[config.mk]
export PLATFORM = sky130hd
export DESIGN_NAME = anemometer_wind_speed_direction_top
export DESIGN_NICKNAME = d
export VERILOG_FILES = /design/src/hw/rtl/awsd_pkg.sv /design/src/hw/rtl/anemometer_wind_speed_direction_top.sv /design/src/hw/rtl/awsd_hist_mem.sv /design/src/hw/rtl/awsd_dir.sv /design/src/hw/rtl/awsd_ctrl.sv
export VERILOG_INCLUDE_DIRS = /design/src /design/src/hw/rtl
export SDC_FILE = /design/constraint.sdc
export NUM_CORES = 2
export LEC_CHECK = 0
export BUFFER_PORTS_ARGS = -buffer_cell sky130_fd_sc_hd__clkbuf_2
export CAP_MARGIN = 0
export CORE_MARGIN = 2
export CORE_UTILIZATION = 40
export DETAILED_ROUTE_END_ITERATION = 10
export GPL_TIMING_DRIVEN = 0
export MAX_ROUTING_LAYER = met4
export PLACE_DENSITY = 0.6
export SYNTH_ARGS = -nofsm -noshare
export SYNTH_HDL_FRONTEND = slang
export SYNTH_SLANG_ARGS = --single-unit
[constraint.sdc]
create_clock -name aclk -period 14.15 [get_ports aclk]
set_input_delay 1.415 -clock aclk [delete_from_list [all_inputs] [get_ports aclk]]
set_output_delay 1.415 -clock aclk [all_outputs]
set_load 0.03 [all_outputs]
[src/hw/rtl/anemometer_wind_speed_direction_top_defines.svh]
// assertion macros for the anemometer block
`ifndef ANEMOMETER_WIND_SPEED_DIRECTION_TOP_DEFINES_SVH
`define ANEMOMETER_WIND_SPEED_DIRECTION_TOP_DEFINES_SVH

`ifndef SYNTHESIS
// same-cycle implication
`define AWSD_ASSERT_IMPL(label, clk, rstn, ante, cons) \
    label: assert property (@(posedge clk) disable iff (!(rstn)) (ante) |-> (cons)) \
        else $error("awsd check failed");
// next-cycle implication
`define AWSD_ASSERT_NEXT(label, clk, rstn, ante, cons) \
    label: assert property (@(posedge clk) disable iff (!(rstn)) (ante) |=> (cons)) \
        else $error("awsd check failed");
`else
`define AWSD_ASSERT_IMPL(label, clk, rstn, ante, cons)
`define AWSD_ASSERT_NEXT(label, clk, rstn, ante, cons)
`endif

`endif

[src/hw/rtl/awsd_pkg.sv]
package awsd_pkg;

    localparam int HIST_DEPTH = 16;
    localparam int HPTR_W     = $clog2(HIST_DEPTH);
    localparam int CNT_W      = $clog2(HIST_DEPTH + 1);

    localparam int TIME_W   = 32;
    localparam int VANE_W   = 10;
    localparam int PERIOD_W = 20;
    localparam int FACTOR_W = 16;
    localparam int OFFSET_W = 10;
    localparam int DEB_W    = 8;
    localparam int ROT_W    = 16;

    localparam int DIR_W  = 9;
    localparam int SPD_W  = 32;
    localparam int RCNT_W = 5;
    localparam int RSPD_W = 20;

    localparam int S_TDATA_W = 48;
    localparam int M_TDATA_W = 72;
    localparam int CFG_IDX_W = 8;
    localparam int CFG_DAT_W = 32;

    localparam logic [PERIOD_W-1:0] PERIOD_RST = 20'd1000;
    localparam logic [FACTOR_W-1:0] FACTOR_RST = 16'd501;
    localparam logic [OFFSET_W-1:0] OFFSET_RST = 10'd0;
    localparam logic [DEB_W-1:0]    DEB_RST    = 8'd15;

    typedef enum logic [CFG_IDX_W-1:0] {
        CFG_SAMPLE_PERIOD = 8'd0,
        CFG_SPEED_FACTOR  = 8'd1,
        CFG_VANE_OFFSET   = 8'd2,
        CFG_DEBOUNCE      = 8'd3
    } cfg_idx_t;

    typedef enum logic [1:0] {
        ST_IDLE,
        ST_UPD,
        ST_SCAN,
        ST_FIN
    } ctrl_state_t;

    typedef struct packed {
        logic [PERIOD_W-1:0] sample_period_ms;
        logic [FACTOR_W-1:0] speed_factor_q8;
        logic [DEB_W-1:0]    debounce_ms;
    } cfg_t;

    typedef struct packed {
        logic              contact_seen;
        logic [TIME_W-1:0] now_ms;
        logic [VANE_W-1:0] vane_sample;
    } item_t;

    typedef struct packed {
        logic              we;
        logic [HPTR_W-1:0] waddr;
        logic [TIME_W-1:0] wdata;
        logic              re;
        logic [HPTR_W-1:0] raddr;
    } hist_req_t;

    typedef struct packed {
        logic idle;
        logic done;
    } ctrl_stat_t;

    typedef struct packed {
        logic [SPD_W-1:0]  simple_speed_q8;
        logic [RCNT_W-1:0] rolling_count;
        logic [RSPD_W-1:0] rolling_speed_q8;
    } speed_res_t;

endpackage

[src/hw/rtl/anemometer_wind_speed_direction_top.sv]
// anemometer poll block: cup contact debounce, rotation latch, rolling history count, vane
// flow: accepted s_ beat, ST_UPD, ST_SCAN, then ST_FIN waits for out_free and loads m_tvalid
// one poll in flight: the next is taken once the controller is idle; the scan does one read a cycle
// the history memory port serves the newest-first walk, one entry a cycle
// reset: aresetn synchronous active low, clears state, history valid bits, config and m_tvalid
// configuration after reset: period 1000 ms, factor 501, offset 0, debounce 15 ms
`include "anemometer_wind_speed_direction_top_defines.svh"

module anemometer_wind_speed_direction_top (
    input  logic                           aclk,
    input  logic                           aresetn,
    // input beat
    input  logic                           s_tvalid,
    output logic                           s_tready,
    // [0] contact_seen, [32:1] now_ms, [42:33] vane_sample, [47:43] zero
    input  logic [awsd_pkg::S_TDATA_W-1:0] s_tdata,
    // result beat
    output logic                           m_tvalid,
    input  logic                           m_tready,
    // [8:0] direction_deg, [40:9] simple_speed_q8, [45:41] rolling_count,
    // [65:46] rolling_speed_q8, [71:66] zero
    output logic [awsd_pkg::M_TDATA_W-1:0] m_tdata,
    // configuration write channel
    input  logic                           cfg_valid,
    output logic                           cfg_ready,
    input  logic [awsd_pkg::CFG_IDX_W-1:0] cfg_index,
    input  logic [awsd_pkg::CFG_DAT_W-1:0] cfg_data
);
    import awsd_pkg::*;

    localparam int RES_W = DIR_W + SPD_W + RCNT_W + RSPD_W;
    // rolling count position in the result beat and its bound
    localparam int                CNT_LSB = DIR_W + SPD_W;
    localparam logic [RCNT_W-1:0] CNT_MAX = RCNT_W'(HIST_DEPTH);

    // configuration registers
    logic [PERIOD_W-1:0] period_reg, period_next;
    logic [FACTOR_W-1:0] factor_reg, factor_next;
    logic [OFFSET_W-1:0] offset_reg, offset_next;
    logic [DEB_W-1:0]    deb_reg, deb_next;

    // output register
    logic                 m_tvalid_reg, m_tvalid_next;
    logic [M_TDATA_W-1:0] m_tdata_reg, m_tdata_next;

    logic              s_accept;
    logic              out_free;
    item_t             item;
    cfg_t              cfg;
    hist_req_t         hist_req;
    logic [TIME_W-1:0] hist_rdata;
    ctrl_stat_t        stat;
    speed_res_t        res;
    logic [DIR_W-1:0]  direction_deg;

    // config writes are always taken; unknown indexes are dropped
    assign cfg_ready = 1'b1;

    always_comb begin
        period_next = period_reg;
        factor_next = factor_reg;
        offset_next = offset_reg;
        deb_next    = deb_reg;
        if (cfg_valid) begin
            unique case (cfg_index)
                CFG_SAMPLE_PERIOD: period_next = cfg_data[PERIOD_W-1:0];
                CFG_SPEED_FACTOR:  factor_next = cfg_data[FACTOR_W-1:0];
                CFG_VANE_OFFSET:   offset_next = cfg_data[OFFSET_W-1:0];
                CFG_DEBOUNCE:      deb_next    = cfg_data[DEB_W-1:0];
                default: begin
                end
            endcase
        end
    end

    // unpack the input beat
    assign item.contact_seen = s_tdata[0];
    assign item.now_ms       = s_tdata[TIME_W:1];
    assign item.vane_sample  = s_tdata[TIME_W+VANE_W:TIME_W+1];

    assign cfg.sample_period_ms = period_reg;
    assign cfg.speed_factor_q8  = factor_reg;
    assign cfg.debounce_ms      = deb_reg;

    // one poll in flight; a held result does not block the next accept
    assign s_tready = stat.idle;
    assign s_accept = s_tvalid && s_tready;
    assign out_free = !m_tvalid_reg || m_tready;

    awsd_ctrl u_ctrl (
        .aclk       (aclk),
        .aresetn    (aresetn),
        .start      (s_accept),
        .item       (item),
        .cfg        (cfg),
        .out_free   (out_free),
        .hist_rdata (hist_rdata),
        .hist_req   (hist_req),
        .stat       (stat),
        .res        (res)
    );

    awsd_hist_mem u_hist_mem (
        .aclk    (aclk),
        .aresetn (aresetn),
        .req     (hist_req),
        .rdata   (hist_rdata)
    );

    // direction is registered through prod_reg and then dir_reg, settling well before the scan ends
    awsd_dir u_dir (
        .aclk            (aclk),
        .start           (s_accept),
        .vane_sample     (item.vane_sample),
        .vane_offset_deg ($signed(offset_reg)),
        .direction_deg   (direction_deg)
    );

    // load the result beat when the controller finishes
    always_comb begin
        m_tvalid_next = m_tvalid_reg;
        m_tdata_next  = m_tdata_reg;
        if (m_tready) begin
            m_tvalid_next = 1'b0;
        end
        if (stat.done) begin
            m_tvalid_next = 1'b1;
            m_tdata_next  = {{(M_TDATA_W - RES_W){1'b0}}, res.rolling_speed_q8,
                             res.rolling_count, res.simple_speed_q8, direction_deg};
        end
    end

    always_ff @(posedge aclk) begin
        if (!aresetn) begin
            period_reg   <= PERIOD_RST;
            factor_reg   <= FACTOR_RST;
            offset_reg   <= OFFSET_RST;
            deb_reg      <= DEB_RST;
            m_tvalid_reg <= 1'b0;
        end else begin
            period_reg   <= period_next;
            factor_reg   <= factor_next;
            offset_reg   <= offset_next;
            deb_reg      <= deb_next;
            m_tvalid_reg <= m_tvalid_next;
        end
    end

    always_ff @(posedge aclk) begin
        m_tdata_reg <= m_tdata_next;
    end

    assign m_tvalid = m_tvalid_reg;
    assign m_tdata  = m_tdata_reg;

    // checks
    `AWSD_ASSERT_NEXT(a_busy_after_accept, aclk, aresetn, s_accept, !s_tready)
    `AWSD_ASSERT_IMPL(a_done_while_busy, aclk, aresetn, stat.done, !s_tready && out_free)
    `AWSD_ASSERT_NEXT(a_done_loads_beat, aclk, aresetn, stat.done, m_tvalid)
    `AWSD_ASSERT_IMPL(a_count_bound, aclk, aresetn, m_tvalid, m_tdata[CNT_LSB +: RCNT_W] <= CNT_MAX)

endmodule

[src/hw/rtl/awsd_hist_mem.sv]
module awsd_hist_mem (
    input  logic                        aclk,
    input  logic                        aresetn,
    input  awsd_pkg::hist_req_t         req,
    output logic [awsd_pkg::TIME_W-1:0] rdata
);
    import awsd_pkg::*;

    logic [TIME_W-1:0]     hist_mem [HIST_DEPTH];
    logic [HIST_DEPTH-1:0] valid_reg;
    logic [HIST_DEPTH-1:0] valid_next;
    logic [TIME_W-1:0]     rdata_reg;
    logic                  rvalid_reg;

    always_comb begin
        valid_next = valid_reg;
        if (req.we) begin
            valid_next[req.waddr] = 1'b1;
        end
    end

    always_ff @(posedge aclk) begin
        if (!aresetn) begin
            valid_reg  <= '0;
            rvalid_reg <= 1'b0;
        end else begin
            valid_reg <= valid_next;
            if (req.re) begin
                rvalid_reg <= valid_reg[req.raddr];
            end
        end
    end

    always_ff @(posedge aclk) begin
        if (req.we) begin
            hist_mem[req.waddr] <= req.wdata;
        end
        if (req.re) begin
            rdata_reg <= hist_mem[req.raddr];
        end
    end

    // never-written slots read as empty
    assign rdata = rvalid_reg ? rdata_reg : '0;

endmodule

[src/hw/rtl/awsd_dir.sv]
module awsd_dir (
    input  logic                               aclk,
    input  logic                               start,
    input  logic        [awsd_pkg::VANE_W-1:0]   vane_sample,
    input  logic signed [awsd_pkg::OFFSET_W-1:0] vane_offset_deg,
    output logic        [awsd_pkg::DIR_W-1:0]    direction_deg
);
    import awsd_pkg::*;

    logic [18:0]        prod_reg;
    logic [DIR_W-1:0]   q0;
    logic [10:0]        rem;
    logic [DIR_W-1:0]   quo;
    logic signed [10:0] dsum;
    logic signed [10:0] dwrap;
    logic [DIR_W-1:0]   dir_reg;

    // divide by 1023: shift by ten, one correction step
    always_comb begin
        q0    = prod_reg[18:10];
        rem   = {1'b0, prod_reg[9:0]} + {2'b00, q0};
        quo   = (rem >= 11'd1023) ? q0 + 1'b1 : q0;
        dsum  = $signed({2'b00, quo}) + $signed({vane_offset_deg[OFFSET_W-1], vane_offset_deg});
        dwrap = dsum;
        priority if (dsum > 11'sd720) begin
            dwrap = dsum - 11'sd720;
        end else if (dsum > 11'sd360) begin
            dwrap = dsum - 11'sd360;
        end else if (dsum < -11'sd360) begin
            dwrap = dsum + 11'sd720;
        end else if (dsum < 11'sd0) begin
            dwrap = dsum + 11'sd360;
        end
    end

    always_ff @(posedge aclk) begin
        if (start) begin
            prod_reg <= 19'(vane_sample) * 19'd360;
        end
        dir_reg <= dwrap[DIR_W-1:0];
    end

    assign direction_deg = dir_reg;

endmodule

[src/hw/rtl/awsd_ctrl.sv]
module awsd_ctrl (
    input  logic                        aclk,
    input  logic                        aresetn,
    input  logic                        start,
    input  awsd_pkg::item_t             item,
    input  awsd_pkg::cfg_t              cfg,
    input  logic                        out_free,
    input  logic [awsd_pkg::TIME_W-1:0] hist_rdata,
    output awsd_pkg::hist_req_t         hist_req,
    output awsd_pkg::ctrl_stat_t        stat,
    output awsd_pkg::speed_res_t        res
);
    import awsd_pkg::*;

    localparam int RP_W = CNT_W + FACTOR_W;

    ctrl_state_t       state_reg, state_next;
    logic [TIME_W-1:0] now_reg, now_next;
    logic              contact_ok_reg, contact_ok_next;
    logic [TIME_W-1:0] lct_reg, lct_next;
    logic [ROT_W-1:0]  rot_reg, rot_next;
    logic [TIME_W-1:0] lll_reg, lll_next;
    logic [SPD_W-1:0]  latched_reg, latched_next;
    logic [HPTR_W-1:0] head_reg, head_next;
    logic [HPTR_W-1:0] rd_ptr_reg, rd_ptr_next;
    logic [CNT_W-1:0]  iss_reg, iss_next;
    logic              pend_reg, pend_next;
    logic              stop_reg, stop_next;
    logic [CNT_W-1:0]  count_reg, count_next;

    logic [HPTR_W-1:0] head_dec;
    logic [HPTR_W-1:0] rd_ptr_inc;
    logic [ROT_W-1:0]  rot_inc;
    logic [SPD_W-1:0]  latch_prod;
    logic              latch_hit;
    logic              entry_hit;
    logic [RP_W-1:0]   roll_prod;

    assign head_dec   = (head_reg == '0) ? HPTR_W'(HIST_DEPTH - 1) : head_reg - 1'b1;
    assign rd_ptr_inc = (rd_ptr_reg == HPTR_W'(HIST_DEPTH - 1)) ? '0 : rd_ptr_reg + 1'b1;
    assign rot_inc    = (contact_ok_reg && (rot_reg != '1)) ? rot_reg + 1'b1 : rot_reg;
    assign latch_prod = SPD_W'(rot_inc) * SPD_W'(cfg.speed_factor_q8);
    assign latch_hit  = (now_reg - lll_reg) >= TIME_W'(cfg.sample_period_ms);
    assign entry_hit  = (hist_rdata != '0)
                     && ((now_reg - hist_rdata) <= TIME_W'(cfg.sample_period_ms));
    assign roll_prod  = RP_W'(count_reg) * RP_W'(cfg.speed_factor_q8);

    always_comb begin
        state_next      = state_reg;
        now_next        = now_reg;
        contact_ok_next = contact_ok_reg;
        lct_next        = lct_reg;
        rot_next        = rot_reg;
        lll_next        = lll_reg;
        latched_next    = latched_reg;
        head_next       = head_reg;
        rd_ptr_next     = rd_ptr_reg;
        iss_next        = iss_reg;
        pend_next       = pend_reg;
        stop_next       = stop_reg;
        count_next      = count_reg;
        hist_req        = '0;
        stat            = '0;
        unique case (state_reg)
            ST_IDLE: begin
                stat.idle = 1'b1;
                if (start) begin
                    now_next        = item.now_ms;
                    contact_ok_next = item.contact_seen
                                   && ((item.now_ms - lct_reg) > TIME_W'(cfg.debounce_ms));
                    state_next      = ST_UPD;
                end
            end
            ST_UPD: begin
                if (contact_ok_reg) begin
                    lct_next       = now_reg;
                    head_next      = head_dec;
                    hist_req.we    = 1'b1;
                    hist_req.waddr = head_dec;
                    hist_req.wdata = now_reg;
                end
                rd_ptr_next = contact_ok_reg ? head_dec : head_reg;
                if (latch_hit) begin
                    lll_next     = now_reg;
                    latched_next = latch_prod;
                    rot_next     = '0;
                end else begin
                    rot_next = rot_inc;
                end
                iss_next   = '0;
                pend_next  = 1'b0;
                stop_next  = 1'b0;
                count_next = '0;
                state_next = ST_SCAN;
            end
            ST_SCAN: begin
                pend_next = 1'b0;
                if (iss_reg < CNT_W'(HIST_DEPTH)) begin
                    hist_req.re    = 1'b1;
                    hist_req.raddr = rd_ptr_reg;
                    rd_ptr_next    = rd_ptr_inc;
                    iss_next       = iss_reg + 1'b1;
                    pend_next      = 1'b1;
                end
                if (pend_reg && !stop_reg) begin
                    if (entry_hit) begin
                        count_next = count_reg + 1'b1;
                    end else begin
                        stop_next = 1'b1;
                    end
                end
                if (pend_reg && (iss_reg == CNT_W'(HIST_DEPTH))) begin
                    state_next = ST_FIN;
                end
            end
            ST_FIN: begin
                if (out_free) begin
                    stat.done  = 1'b1;
                    state_next = ST_IDLE;
                end
            end
            default: begin
                state_next = ST_IDLE;
            end
        endcase
    end

    always_comb begin
        res.simple_speed_q8  = latched_reg;
        res.rolling_count    = (32'(count_reg) > 32'd31) ? 5'd31 : 5'(count_reg);
        res.rolling_speed_q8 = (32'(roll_prod) > 32'hFFFFF) ? 20'hFFFFF : 20'(roll_prod);
    end

    always_ff @(posedge aclk) begin
        if (!aresetn) begin
            state_reg   <= ST_IDLE;
            lct_reg     <= '0;
            rot_reg     <= '0;
            lll_reg     <= '0;
            latched_reg <= '0;
            head_reg    <= '0;
            pend_reg    <= 1'b0;
        end else begin
            state_reg   <= state_next;
            lct_reg     <= lct_next;
            rot_reg     <= rot_next;
            lll_reg     <= lll_next;
            latched_reg <= latched_next;
            head_reg    <= head_next;
            pend_reg    <= pend_next;
        end
    end

    always_ff @(posedge aclk) begin
        now_reg        <= now_next;
        contact_ok_reg <= contact_ok_next;
        rd_ptr_reg     <= rd_ptr_next;
        iss_reg        <= iss_next;
        stop_reg       <= stop_next;
        count_reg      <= count_next;
    end

endmodule
---- Word-level counts from Yosys, hierarchy flattened ----
Memories as Yosys holds them, arrays and structs flattened. A register that Yosys moved wholly into a read port is not among the register bits.
Cells that the tools add are included.
W data, S select, Z words.
storage, ports and cells
  word-level logic and storage cells ...... 142
  memories ................................ 1
  bits in writable memories ............... 512
  bits of input ports ..................... 93
  flip-flop bits (word level) ............. 330
  output and inout bits ................... 75
memories
  memory               depth  bits a word  rd ports  clocked after Yosys merged registers in  wr ports  RTL line            source
  u_hist_mem.hist_mem  16     32           1         1                                        1         awsd_hist_mem.sv:9  logic [TIME_W-1:0] hist_mem [HIST_DEPTH];
cells by class
  multiply operators ...................... 3
  reduce and logical (&&, ||, !) cells .... 27
  bitwise operators ....................... 1
  add/subtract/negate cells ............... 15
  eq/ne operators ......................... 16
  order comparisons ....................... 13
  multiplexer cells ....................... 42
operators with widths
  cell                     count
  $sub A32 B32 Y32         3
  $mux W37                 2
  $mux W9                  5
  $ge A32 B20 Y1           1
  $gt A32 B8 Y1            1
  $le A32 B20 Y1           1
  $mul A16 B16 Y32         1
  $mux W16                 2
  $mux W32                 1
  $reduce_bool A32 Y1      1
  $mux W5                  5
  $gt A21 B20 Y1 const B   1
  $mul A5 B16 Y21          1
  $pmux W5 S2              2
  $add A9 B9 Y9 const B    2
  $sub A9 B9 Y9 const B    2
  $add A16 B1 Y16 const B  1
  $eq A8 B2 Y1 const B     2
  $mul A10 B6 Y16 const B  1
  $mux W4                  4
  $ne A16 B16 Y1 const B   1
  $or A16 B16 Y16          1
  $reduce_and A2 Y1        8
  $mux W1                  12
  other kinds (35)         56

---- Longest topological paths before layout ----
  word-level depth ........................ 9
  mapped depth ............................ 34
  gate-level depth less buffers ........... 31

---- Modules after synthesis ----
Synthesis repeated with hierarchy kept, for this count alone.
unflattened totals
  cell total of the unflattened synthesis .. 4,481
  area, all modules ....................... 52,908.2 µm²
modules (own cells, without submodules)
  module                               cells an instance  sequential area each (µm²)  instances  area an instance (µm²)
  awsd_ctrl                            3,003              3,823.7                     1          24,414.7
  awsd_hist_mem                        852                16,676.0                    1          21,124.0
  anemometer_wind_speed_direction_top  292                3,083.0                     1          4,247.8
  awsd_dir                             334                660.6                       1          3,121.7

---- Worst setup path before layout ----
OpenSTA, ideal clock, no wires.
  path type ............................... reg-to-reg
  from .................................... register u_ctrl.rot_reg[7]
  to ...................................... register u_ctrl.latched_reg[29]
  setup time .............................. 0.070 ns
  setup slack ............................. 6.523 ns
  buffers on the path ..................... 3
  data required time ...................... 14.080 ns
  cell stages (with the launch flop) ...... 33
  arrival ................................. 7.557 ns
  clock period less this slack ............ 7.627 ns
  cells stage by stage .................... dfxtp_1 > clkbuf_1 > and4_1 > nand3_1 > or2_2 > o21ai_1 > nor3_1 > nand3_1 > nor2_1 > xor2_1 > clkbuf_1 > nand2_1 > fa_1 > fa_1 > inv_1 > fa_1 > fa_1 > fa_1 > inv_1 > fa_1 > inv_1 > ha_1 > clkbuf_1 > a21o_1 > a21o_1 > a21oi_1 > o21ai_0 > nor4_1 > nor3_1 > nor3_1 > xnor2_1 > nand3_1 > a21oi_1
on the way
  word-level cells in the longest chain between the ends .. 4
  elaborated cells on any way between the ends .. 5
  those cells by class .................... 1 x add/sub; 1 x mul; 1 x eq/ne; 1 x mux; 1 x reduce/logical
RTL lines
  element                                                  RTL line          source
  from (decl)                                              awsd_ctrl.sv:21   logic [ROT_W-1:0] rot_reg, rot_next;
  from (signal assigned)                                   awsd_ctrl.sv:146  rot_reg <= rot_next;
  branches (longest 2 deep; another with $add A16 B1 Y16)  --
  $mux W16 (*)                                             awsd_ctrl.sv:41   assign rot_inc = (contact_ok_reg && (rot_reg != '1)) ? rot_reg + 1'b1 : rot_reg;
  $mul A16 B16 Y32 (*)                                     awsd_ctrl.sv:42   assign latch_prod = SPD_W'(rot_inc) * SPD_W'(cfg.speed_factor_q8);
  to (signal assigned)                                     awsd_ctrl.sv:148  latched_reg <= latched_next;
  to (decl)                                                awsd_ctrl.sv:23   logic [SPD_W-1:0] latched_reg, latched_next;
Mark *: on every way between the ends.
A chain may end at the register's enable or synchronous reset.

---- Worst setup path in the final report ----
  from .................................... register u_ctrl.rot_reg[7]
  to ...................................... register u_ctrl.latched_reg[31]
The elaborated chain is that of the path after synthesis.

==> flow_metrics.env <==
export IMPL_status="finished clean"
export IMPL_die_width_um=370
export IMPL_dieHeight_um=370
export IMPL_dp_cells=6955
export IMPL_hold_violations=0
export IMPL_wl_um=166000
export IMPL_grt_pass1_vias=39000
export IMPL_synthFlopType="edfxtp_1"
export IMPL_fmax_ghz=0.0999
export IMPL_place_congestion=0.959
export IMPL_peakVddDrop_mv=0.148
export IMPL_finalSetupViolations=0
export IMPL_final_cells=7135
export IMPL_rsz0062_at_grt="false"
export IMPL_required_ns=14.71
export IMPL_ys_seq_area_share_pct=45.1
export IMPL_antenna_found_initial=9
export IMPL_die_area_um2=137000
export IMPL_drt_iter0_markers=3757
export IMPL_htreeDepth=3
export IMPL_ff_latch_area_um2=24200
export IMPL_hold_end="m_tdata[3]"
export IMPL_finalNetCount=5971
export IMPL_synth_cells=5019
export IMPL_numCtsBuffers=95
export IMPL_grt_remaining_overflow=0
export IMPL_whs_path_depth=0
export IMPL_crit_top_cell="fa_1"
export IMPL_tightest_slew_ns=1.20
export IMPL_clock_latency_ns=0.74
export IMPL_fin_tns_setup_ns=0
export IMPL_drt_wirelength_per_cell_um=23.2
export IMPL_r2r_cells=32
export IMPL_largest_register_ffs=512
export IMPL_crit_slowest_cell="xor2_1"
export IMPL_synth_edf_count=674
export IMPL_final_common_cell="edfxtp_1"
export IMPL_synth_area_um2=53700
export IMPL_synthDistinctLibCells=83
export IMPL_root_buffer="clkbuf_16"
export IMPL_cts_buffer_depth=3
export IMPL_power_w=0.00937
export IMPL_syn_to_final_growth_pct=12.5
export IMPL_drive_above_1_share_pct=10.3
export IMPL_leakage_nw=24.0
export IMPL_cts_resized=0
export IMPL_async_flop_share_pct=0
export IMPL_grt_pass1_wl_um=247000
export IMPL_drt_pass1_iterations=6
export IMPL_r2r_end="u_ctrl.latched_reg[31]"
export IMPL_crit_arrival_ns=10.57
export IMPL_slew_headroom_pct=19.2
export IMPL_synth_seq_cells=874
export IMPL_cts_sinks=874
export IMPL_fin_crit_sh_pct=70.8
export IMPL_cp_end_kind="flip-flop"
export IMPL_powerDensity_nw_per_um2=155
export IMPL_critPathKind="reg2reg"
export IMPL_post_dp_hpwl_um=128000
export IMPL_start_util_pct=40.3
export IMPL_antenna_left=0
export IMPL_synth_warning_count=0
export IMPL_syn_area_per_cell_um2=10.7
export IMPL_drcViolationCount=0
export IMPL_fillCellCount=12600
export IMPL_cts_reportedPaths_clkPinSlew_ns=0.06
export IMPL_crit_fanout=10
export IMPL_globalRouteTotalUtil_pct=24.6
export IMPL_cts_tree="built"
export IMPL_fin_crit_ns=10.01
export IMPL_vias_per_cell=5.56
export IMPL_start_kind="flip-flop"
export IMPL_r2r_start="u_ctrl.rot_reg[7]"
export IMPL_drv_cap=0
export IMPL_port_buffers=143
export IMPL_min_delay_path_class="reg2reg"
export IMPL_max_stage_delay_ns=0.76
export IMPL_num_vias=39700
export IMPL_grt_max_degree=35
export IMPL_mostFrequentLayoutCells="edfxtp_1 (674), nand2_1 (543), inv_1 (487), a21oi_1 (376), ha_1 (339)"
export IMPL_post_cts_buffers=0
export IMPL_row_count=134
export IMPL_hold_start="u_dir.direction_deg[3]"
export IMPL_num_io_pins=168
export IMPL_r2r_slack_ns=4.14
export IMPL_multi_input_area_um2=26800
export IMPL_drv_slew=0
export IMPL_core_area_um2=133000
export IMPL_skew_ns=0.0371
export IMPL_holdBufCountCts=0
-- Yosys cell counts (all sizes together), types with 179 or more instances --
library cell / count / area (um2)
dfxtp: 200 / 4000
clkbuf: 233 / 876
fa: 255 / 5100
inv: 487 / 1830
nor2: 190 / 713
nand2: 543 / 2040
mux2: 197 / 2220
ha: 339 / 4240
a21oi: 376 / 1880
o21ai: 183 / 916
and2: 179 / 1120
edfxtp: 674 / 20200
-- worst max-delay path, delay by kind of cell, from the launching register on --
family                   cells  cell delay [ns]
AO/OA/AOI/OAI                4             1.20
XOR/XNOR                     2             1.19
adder cells (fa/ha/maj)      7             3.28
buffers and inverters        6             1.29
flip-flops                   1             0.30
AND/OR/NAND/NOR             13             2.57
-- power breakdown --
group | internal (W) | switching [W]
clock network | 0.00143 | 0.00109
logic | 0.00131 | 0.00228
registers | 0.00312 | 0.000144
total | 0.00586 | 0.00351
-- kinds of logic after synthesis --
logic type,count (synthesis),share of synthesized area [%]
compound gates,1049,12.5
buf+inv,754,5.33
other cells,2,0.0140
xor+xnor,149,2.43
flops,874,45.1
fa+ha+maj,594,17.4
mux,263,5.38
simple gates,1334,11.8
-- layout make-up --
class,count,share of cell area (%)
flip-flops and latches,874,40.1
clock inverters,51,0.983
clock buffers,118,4.20
plain buffers,265,1.70
inverters,489,3.04
multi-input cells,3396,44.3
well taps,1768,3.66
repair buffers,163,2.00
diodes,11,0.0455
-- per-layer routing --
metal	wire (um)	global-route usage, %	vias up	share of wire (%)
met3	9890	3.34	235	6.0
met5	0	-	-	0
met4	5050	7.44	0	3.1
li1	-	-	18300	-
met1	72700	32.8	19900	44
met2	77900	39.2	1277	47
-- metrics by stage --
stage | hold WS (ns) | instance area [um2] | worst slack, ns | util (%)
after floorplan | 0.386 | 53700 | 6.52 | -
after global placement | 0.388 | 56700 | 4.25 | 42.5
after detailed placement | 0.389 | 57300 | 4.12 | 42.9
after CTS | 0.398 | 60400 | 4.11 | 45.3
after global routing | 0.412 | 60400 | 3.70 | 45.3
final | 0.395 | 60400 | 4.14 | 45.3
-- worst max-delay path by stage --
stage,from,slack (ns),to,cells after the start
floorplan,u_ctrl.rot_reg[7],6.52,u_ctrl.latched_reg[29],32
global placement,u_ctrl.rot_reg[7],4.25,u_ctrl.latched_reg[31],32
finish,u_ctrl.rot_reg[7],4.14,u_ctrl.latched_reg[31],32
global route,u_ctrl.rot_reg[7],3.70,u_ctrl.latched_reg[31],32
CTS,u_ctrl.rot_reg[7],4.11,u_ctrl.latched_reg[31],32
detailed placement,u_ctrl.rot_reg[7],4.12,u_ctrl.latched_reg[31],32
No activity file was read; power rests on OpenSTA's default activity.
